--- src/hw/rtl/morus_pkg.sv ---
package morus_pkg;

    localparam int ROWS  = 5;
    localparam int LANES = 4;
    localparam int LANE_W = 32;

    localparam logic CMD_LOAD    = 1'b0;
    localparam logic CMD_ENCRYPT = 1'b1;

    localparam int ROT0 = 5;
    localparam int ROT1 = 31;
    localparam int ROT2 = 7;
    localparam int ROT3 = 22;
    localparam int ROT4 = 13;

    typedef logic [LANES-1:0][LANE_W-1:0] t_row;
    typedef t_row [ROWS-1:0]              t_state;

    typedef struct packed {
        logic        cmd;
        logic [2:0]  row_index;
        logic [1:0]  lane_index;
        logic [31:0] load_value;
        logic [63:0] msg_low;
        logic [63:0] msg_high;
    } t_in;

    typedef struct packed {
        logic [63:0] cipher_low;
        logic [63:0] cipher_high;
    } t_out;

    // Rotate one lane left by a fixed amount (1..31).
    function automatic logic [LANE_W-1:0] rotl(input logic [LANE_W-1:0] x, input int n);
        rotl = (x << n) | (x >> (LANE_W - n));
    endfunction

    // New lane i = old lane i-1.
    function automatic t_row lane_rot32(input t_row w);
        lane_rot32 = {w[2], w[1], w[0], w[3]};
    endfunction

    // Swap lanes 0,2 and 1,3.
    function automatic t_row lane_rot64(input t_row w);
        lane_rot64 = {w[1], w[0], w[3], w[2]};
    endfunction

    // New lane i = old lane i+1.
    function automatic t_row lane_rot96(input t_row w);
        lane_rot96 = {w[0], w[3], w[2], w[1]};
    endfunction

    function automatic t_row mix_row(input t_row d, input t_row x, input t_row a,
                                     input t_row b, input t_row m, input int n);
        t_row v;
        for (int i = 0; i < LANES; i++) begin
            v[i] = rotl(d[i] ^ x[i] ^ (a[i] & b[i]) ^ m[i], n);
        end
        mix_row = v;
    endfunction

endpackage

--- src/hw/rtl/morus_round.sv ---
module morus_round (
    input  morus_pkg::t_state i_state,
    input  morus_pkg::t_row   i_msg,
    output morus_pkg::t_state o_state,
    output morus_pkg::t_row   o_cipher
);

    morus_pkg::t_row s0, s1, s2, s3, s4;
    morus_pkg::t_row a0, a1, a2, a3, a4;
    morus_pkg::t_row s3r, s4r, a0r, a1r, a2r;

    assign s0 = i_state[0];
    assign s1 = i_state[1];
    assign s2 = i_state[2];
    assign s3 = i_state[3];
    assign s4 = i_state[4];

    // Ciphertext from the state before the update.
    always_comb begin
        for (int i = 0; i < morus_pkg::LANES; i++) begin
            o_cipher[i] = i_msg[i] ^ s0[i] ^ (s2[i] & s3[i]);
        end
        o_cipher = o_cipher ^ morus_pkg::lane_rot96(s1);
    end

    assign a0  = morus_pkg::mix_row(s0, s3, s1, s2, '0, morus_pkg::ROT0);
    assign s3r = morus_pkg::lane_rot32(s3);
    assign a1  = morus_pkg::mix_row(s1, s4, s2, s3r, i_msg, morus_pkg::ROT1);
    assign s4r = morus_pkg::lane_rot64(s4);
    assign a2  = morus_pkg::mix_row(s2, a0, s3r, s4r, i_msg, morus_pkg::ROT2);
    assign a0r = morus_pkg::lane_rot96(a0);
    assign a3  = morus_pkg::mix_row(s3r, a1, s4r, a0r, i_msg, morus_pkg::ROT3);
    assign a1r = morus_pkg::lane_rot64(a1);
    assign a4  = morus_pkg::mix_row(s4r, a2, a0r, a1r, i_msg, morus_pkg::ROT4);
    assign a2r = morus_pkg::lane_rot32(a2);

    assign o_state[0] = a0r;
    assign o_state[1] = a1r;
    assign o_state[2] = a2r;
    assign o_state[3] = a3;
    assign o_state[4] = a4;

endmodule

--- src/hw/rtl/morus_state_update_encrypt_top.sv ---
// An accepted transfer is held in the input stage and applied to the state when it retires;
// an encrypt transfer writes its ciphertext to the result register at that same edge.
// Throughput: one item per cycle unless an encrypt waits on a full, stalled result register.
// Reset (synchronous, active low): clear the 640-bit state to zero, empty both stages.
module morus_state_update_encrypt_top (
    input  logic             i_clk,
    input  logic             i_rst_n,
    input  logic             i_valid,
    output logic             o_stall,
    input  morus_pkg::t_in   i_data,
    output logic             o_valid,
    input  logic             i_stall,
    output morus_pkg::t_out  o_data
);

    // Input stage
    logic               r_in_valid;
    morus_pkg::t_in     r_in;

    // State and result stage
    morus_pkg::t_state  r_state;
    logic               r_out_valid;
    morus_pkg::t_out    r_out;

    morus_pkg::t_state  n_state;
    morus_pkg::t_row    round_cipher;
    morus_pkg::t_row    msg;

    logic out_free;     // result register empty or being taken this cycle
    logic adv;          // item in the input stage retires this cycle
    logic is_enc;
    logic take_in;

    assign msg = morus_pkg::t_row'({r_in.msg_high, r_in.msg_low});

    morus_round u_round (
        .i_state  (r_state),
        .i_msg    (msg),
        .o_state  (n_state),
        .o_cipher (round_cipher)
    );

    assign is_enc   = (r_in.cmd == morus_pkg::CMD_ENCRYPT);
    assign out_free = !r_out_valid || !i_stall;
    // A load never needs the result register, so it retires at once.
    assign adv      = r_in_valid && (!is_enc || out_free);
    assign o_stall  = r_in_valid && !adv;
    assign take_in  = i_valid && !o_stall;

    always_ff @(posedge i_clk) begin
        if (!i_rst_n) begin
            r_in_valid <= 1'b0;
        end else if (take_in) begin
            r_in_valid <= 1'b1;
        end else if (adv) begin
            r_in_valid <= 1'b0;
        end
    end

    // Hold the payload while the stage is stalled.
    always_ff @(posedge i_clk) begin
        if (take_in) begin
            r_in <= i_data;
        end
    end

    always_ff @(posedge i_clk) begin
        if (!i_rst_n) begin
            r_state <= '0;
        end else if (adv) begin
            if (is_enc) begin
                r_state <= n_state;
            end else if (r_in.row_index < 3'(morus_pkg::ROWS)) begin
                // Drop loads to rows beyond the last.
                r_state[r_in.row_index][r_in.lane_index] <= r_in.load_value;
            end
        end
    end

    always_ff @(posedge i_clk) begin
        if (!i_rst_n) begin
            r_out_valid <= 1'b0;
        end else if (adv && is_enc) begin
            r_out_valid <= 1'b1;
        end else if (!i_stall) begin
            r_out_valid <= 1'b0;
        end
    end

    always_ff @(posedge i_clk) begin
        if (adv && is_enc) begin
            r_out.cipher_low  <= round_cipher[1:0];
            r_out.cipher_high <= round_cipher[3:2];
        end
    end

    assign o_valid = r_out_valid;
    assign o_data  = r_out;

endmodule
--- config.mk ---
export PLATFORM = sky130hd
export DESIGN_NAME = morus_state_update_encrypt_top
export DESIGN_NICKNAME = d
export VERILOG_FILES = /design/src/hw/rtl/morus_pkg.sv /design/src/hw/rtl/morus_round.sv /design/src/hw/rtl/morus_state_update_encrypt_top.sv
export SDC_FILE = /design/constraint.sdc
export NUM_CORES = 2
export LEC_CHECK = 0
export BUFFER_PORTS_ARGS = -buffer_cell sky130_fd_sc_hd__buf_2
export CELL_PAD_IN_SITES_DETAIL_PLACEMENT = 1
export CELL_PAD_IN_SITES_GLOBAL_PLACEMENT = 2
export CORE_MARGIN = 2
export CORE_UTILIZATION = 28
export CTS_BUF_LIST = sky130_fd_sc_hd__clkbuf_8
export DETAILED_ROUTE_END_ITERATION = 10
export GPL_TIMING_DRIVEN = 0
export HOLD_SLACK_MARGIN = 0.03
export MAX_ROUTING_LAYER = met4
export PLACE_DENSITY_LB_ADDON = 0.1
export SKIP_LAST_GASP = 1
export SLEW_MARGIN = 20
export SYNTH_ARGS = -nofsm -noshare
export SYNTH_HDL_FRONTEND = slang
export SYNTH_SLANG_ARGS = --single-unit
export TNS_END_PERCENT = 5
--- constraint.sdc ---
create_clock -name i_clk -period 24.3 [get_ports i_clk]
set_input_delay 3.645 -clock i_clk [delete_from_list [all_inputs] [get_ports i_clk]]
set_output_delay 3.645 -clock i_clk [all_outputs]
set_load 0.02 [all_outputs]
Yosys cells after proc, flatten, opt, wreduce, memory -nomap -nowiden
Cells that the tools add are included.

word-level totals
  flip-flop bits (word level) = 936
  input port bits = 170
  output and inout port bits = 130
  logic and storage cells = 172

operators by class
  order comparisons = 5
  equal/unequal tests = 1
  muxes and demuxes = 11
  bitwise gates (word level) = 109
  reductions and logical operators = 16

operators with widths
  kind                                                                                  number
  32-bit XOR                                                                            64
  640-bit 2-to-1 mux                                                                    2
  32-bit bitwise AND                                                                    24
  640-bit bitwise mux                                                                   1
  128-bit demux with 3-bit select                                                       1
  128-bit 2-to-1 mux                                                                    1
  32-bit by 13-bit bitwise OR with 32-bit output                                        4
  32-bit by 22-bit bitwise OR with 32-bit output                                        4
  32-bit by 31-bit bitwise OR with 32-bit output                                        4
  32-bit by 5-bit bitwise OR with 32-bit output                                         4
  32-bit by 7-bit bitwise OR with 32-bit output                                         4
  128-bit XOR                                                                           1
  32-bit demux with 2-bit select                                                        1
  32-bit 2-to-1 mux                                                                     1
  1-bit logical AND                                                                     6
  1-bit logical NOT                                                                     5
  3-bit by 4-bit less-than comparator with 1-bit output (second input constant)         1
  1-bit 2-to-1 mux                                                                      4
  2-bit nonzero test                                                                    2
  3-bit by 1-bit greater-or-equal comparator with 1-bit output (second input constant)  1
  2-bit by 3-bit less-than comparator with 1-bit output (second input constant)         1
  3-bit less-than comparator (second input constant)                                    1
  2-bit by 1-bit greater-or-equal comparator with 1-bit output (second input constant)  1
  1-bit logical OR                                                                      2
  2 further kinds                                                                       2

Depth between registers and ports, before layout
  depth in word-level cells = 12
  gate-level depth with buffers = 9
  mapped depth without buffers = 5

Hierarchy
A second synthesis with hierarchy kept.

second synthesis, totals
  cells, all modules = 6280
  area, all modules = 65524.1 um2

modules (own cells, without submodules)
  module                          times used  cells an instance  area each (um2)  seq. area each (um2)
  morus_state_update_encrypt_top  1           3464               38938.6          21680.8
  morus_round                     1           2816               26585.5          0.0

Worst setup path after synthesis
OpenSTA, ideal clock, no wires.

  path kind = input to register
  start = input i_stall
  end = register r_in (netlist bit is_enc), enable pin
  setup time = 711 ps
  data arrival time = 11127 ps
  required time = 23589 ps
  path slack = 12462 ps
  cell stages on the path = 3
  path buffers = 0
  cell sequence = nand2_1 -> nor2_1 -> nor2b_1

between the ends
  longest elaborated chain between the ends = 8

ends and longest elaborated chain
  element               line                                  text
  start, declared       morus_state_update_encrypt_top.sv:12  input logic i_stall,
  1-bit logical NOT     -
  1-bit logical OR      morus_state_update_encrypt_top.sv:44  assign out_free = !r_out_valid || !i_stall;
  1-bit logical OR      morus_state_update_encrypt_top.sv:46  assign adv = r_in_valid && (!is_enc || out_free);
  1-bit logical AND     morus_state_update_encrypt_top.sv:46
  1-bit logical NOT     morus_state_update_encrypt_top.sv:47  assign o_stall = r_in_valid && !adv;
  1-bit logical AND     morus_state_update_encrypt_top.sv:47
  net o_stall           morus_state_update_encrypt_top.sv:9   output logic o_stall,
  1-bit logical NOT     morus_state_update_encrypt_top.sv:48  assign take_in = i_valid && !o_stall;
  1-bit logical AND     morus_state_update_encrypt_top.sv:48
  net take_in           morus_state_update_encrypt_top.sv:32  logic take_in;
  end signal, assigned  morus_state_update_encrypt_top.sv:63  r_in <= i_data;
  end, declared         morus_state_update_encrypt_top.sv:18  morus_pkg::t_in r_in;

The timed path passes the listed nets, and every way through them passes these cells.
A chain may end at the register's enable or synchronous reset.

Worst setup path in the final report
  start = input i_stall
  end = output o_stall

between the ends
  longest elaborated chain between the ends = 6

ends and longest elaborated chain
  element            line
  1-bit logical NOT  -
  1-bit logical OR   morus_state_update_encrypt_top.sv:44
  1-bit logical OR   morus_state_update_encrypt_top.sv:46
  1-bit logical AND  morus_state_update_encrypt_top.sv:46
  1-bit logical NOT  morus_state_update_encrypt_top.sv:47
  1-bit logical AND  morus_state_update_encrypt_top.sv:47
  end, declared      morus_state_update_encrypt_top.sv:9

Every way passes these cells.

==> metrics.md <==
| Metric | Value |
|---|---|
| CP Launch Point | i_stall |
| Synth top cells by count | xnor2_1, nand2_1, a21oi_1, dfxtp_1, xor2_1 |
| Reg area | 21,700 um2 |
| Post_cts resized | 0 |
| R2R Path End | r_state[630] |
| Hold Crit Class | reg -> reg |
| Crit path required time | 20.65 ns |
| Critical-path top delay cell | nor2_1 |
| Cell Pwr Density | 80.7 nW/um2 |
| Peak VDD IR | 55.6 uV |
| Post-synthesis cell type count | 35 |
| CTS tree | built |
| Setup Crit Path Kind | in -> out |
| Clk sinks | 936 |
| Number of global-route vias before repair | 52,641 |
| First-pass GRT wire length | 631 mm |
| Net count, final | 6,841 |
| Worst path cell trace | buf_2 > nand2_1 > nor2_1 > buf_2 |
| Die ar. | 224,000 um2 |
| Antenna Nets Post-Route | 0 |
| Register area share after synthesis | 0.352 |
| Clock transition at path regs | 0.05 ns |
| Utilization after layout | 0.328 |
| Mux cell area share after synthesis | 0.0234 |
| Clock Path Buffers | 3 |
| Cells after Synth | 6,136 |
| Hold Crit Start | r_state[254] |
| Synth async-reset ratio | 0 |
| Clock root buffer | clkbuf_8 |
| Number of synthesized flops with an enable pin | 294 |
| IO Pins | 300 |
| Synth Cell Area | 61,600 um2 |
| FF-to-FF setup slack | 20.39 ns |
| DRT Wirelength | 515 mm |
| Synthesis Warnings | 0 |
| Layout cells sized above 1 | 0.189 |
| Critical path peak fanout | 3 |
| Initial DRT Pass Iterations | 5 |
| Max-cap check violation count | 1 |
| #FFs+latches synth | 936 |
| Post-CTS setup buffers | 0 |
| Post-route minimum period | 8.00 ns |
| TNS Setup | 0 ns |
| Routed wire per std cell | 52.9 um |
| RSZ-0062 raised after global routing | false |
| Critical Path Sink Type | output port |
| Initial antenna violation count | 63 |
| Global route overflow | 0 |
| Filler cells | 24,819 |
| Hold buffer count at CTS | 0 |
| LEAKAGE | 0.0296 uW |
| # rows | 172 |
| Via/cell ratio | 5.81 |
| Syn-to-layout area delta | 16.7% |
| Post-synthesis simple-gate area fraction | 0.0774 |
| Period utilisation layout | 0.329 |
| HPWL after detailed placement | 428 mm |
| Via count | 56,631 |
| Syn_nets | 6,306 |
| Final setup violation count | 0 |
| PortBufs | 299 |
| Multi-input gate area | 37,900 um2 |
| Synth area leaders | dfxtp_1, xnor2_1, edfxtp_1 |
| Top delay family on crit path | simple AND/OR/NAND/NOR gates |
| R2R depth | 5 |
| Htree depth | 4 |
| Worst slew pin tran | 1.49 ns |
| Most common cell on crit path | buf_2 |
| CP arrival | 4.35 ns |
| DRC violations left | 0 |
| Worst clock skew | 0.0437 ns |
| Startpoint types | primary input |
| Final GP Congestion | 1.06 |
| Synth Area in Adders | 0 |
| Slew margin rel. | 0.00289 |
| Critical path depth | 4 |
| Die W | 473 um |
| Failing checks | max-capacitance violations |
| Ys flop type | dfxtp_1 |
| F_max | 125 MHz |
| Total CTS buffers | 197 |
| Core Box Area | 219,000 um2 |
| Largest net degree at the start of global routing | 43 |
| CP max stage delay | 0.28 ns |
| Inst Count DP | 9,343 |
| Die Ht | 473 um |
| Status | finished with violations |
| Clk_lat worst skew | 1.03 ns |
| Buf/Inv on CP | 2 |
| Synthesized area per cell | 10.0 um2 |
| Pins Over Slew Limit | 0 |
| Hold Violations, Final | 0 |
| Post-Synth XOR/XNOR Area | 0.377 |
| DRT iter0 DRCs | 8,753 |
| Final Non-Filler Cells | 9,743 |
| Crit path to | o_stall |
| Area share of the leading cell type in the synthesized netlist | 0.209 |
| GRT Overall Usage | 0.462 |
| Initial core utilization | 0.281 |
| Area leader, netlist | dfxtp_1 |
| R2R Path Start | r_state[381] |
| Most common cell in the synthesized netlist | xnor2_1 |
| Largest family of logic cells by synthesized area | XOR/XNOR gates |
| Compound-Gate Fraction of Synth Area | 0.129 |
[per-layer routing]
layer | track usage | wire length, um | up-vias
met3 | 0.121 | 50200 | 971
li1 | - | - | 21967
met2 | 0.643 | 212000 | 3854
met1 | 0.580 | 209000 | 29839
met4 | 0.321 | 44300 | 0
met5 | - | 0 | -
[cell usage in the layout (no fill, tap or decap), types with 42 or more instances in the layout]
master    Yosys  final
a211o_1     128    128
a21oi_1     662    662
a22o_1      128    128
buf_2       221    526
clkbuf_1    127     68
clkbuf_2    128    186
clkbuf_8      0    217
dfxtp_1     642    642
diode_2       0     42
edfxtp_1    294    294
inv_1         1     49
mux2_2      128    128
nand2_1     935    935
nor2_1      181    161
o21ai_0     149    149
o21ai_1     107    107
o221ai_1    128    128
xnor2_1    1152   1101
xnor2_2       0     51
xnor3_1     384    384
xor2_1      512    508
[how the worst min path moves through the flow]
| stage | slack [ns] | cells past startpoint | end |
|---|---|---|---|
| finish | 0.52 | 2 | r_state[254] |
| global route | 0.54 | 2 | r_state[220] |
| CTS | 0.51 | 2 | r_state[137] |
| detailed placement | 0.51 | 2 | r_state[137] |
| global placement | 0.50 | 2 | r_state[182] |
| floorplan | 0.48 | 2 | r_state[167] |
[report_power, final]
group,switching [uW],internal [uW]
logic,1540,633
clock network,895,895
registers,138,1710
[per-stage QoR]
| step | area [um2] | hold slack, ns | setup slack, ns | power (uW) |
|---|---|---|---|---|
| CTS | 71700 | 0.515 | 16.29 | 5690 |
| floorplan | 61600 | 0.481 | 12.46 | 2720 |
| finish | 71900 | 0.518 | 16.30 | 5800 |
| global placement | 66700 | 0.497 | 7.33 | 3890 |
| detailed placement | 67900 | 0.508 | 16.30 | 3900 |
| global route | 71900 | 0.535 | 16.26 | 5790 |
[tightest hold or removal path: cells and delay by family, from the launching register on]
family / cells / cell delay, ns
AO/OA/AOI/OAI: 1 / 0.05
flip-flops: 1 / 0.35
AND/OR/NAND/NOR: 1 / 0.07
[registers in the layout, summed over array words and instances (netlist names)]
register and cells:
is_enc 1, msg 128, o_data 128, o_valid 1, r_in 37, r_in_valid 1
r_state 640
[kinds of logic after synthesis]
family	Yosys count
AO/OA/AOI/OAI	1303
XOR/XNOR	2048
buffers and inverters	516
flip-flops	936
multiplexers	128
AND/OR/NAND/NOR	1205
[final cells by class]
class | count | share of cell area
clock inverters | 141 | 0.0117
plain buffers | 514 | 0.0361
multi-input cells | 4684 | 0.527
well taps | 2871 | 0.0500
flip-flops and latches | 936 | 0.302
clock buffers | 217 | 0.0415
repair buffers | 336 | 0.0304
inverters | 2 | 0.000104
diodes | 42 | 0.00146
(Power assumes the default switching activity.)
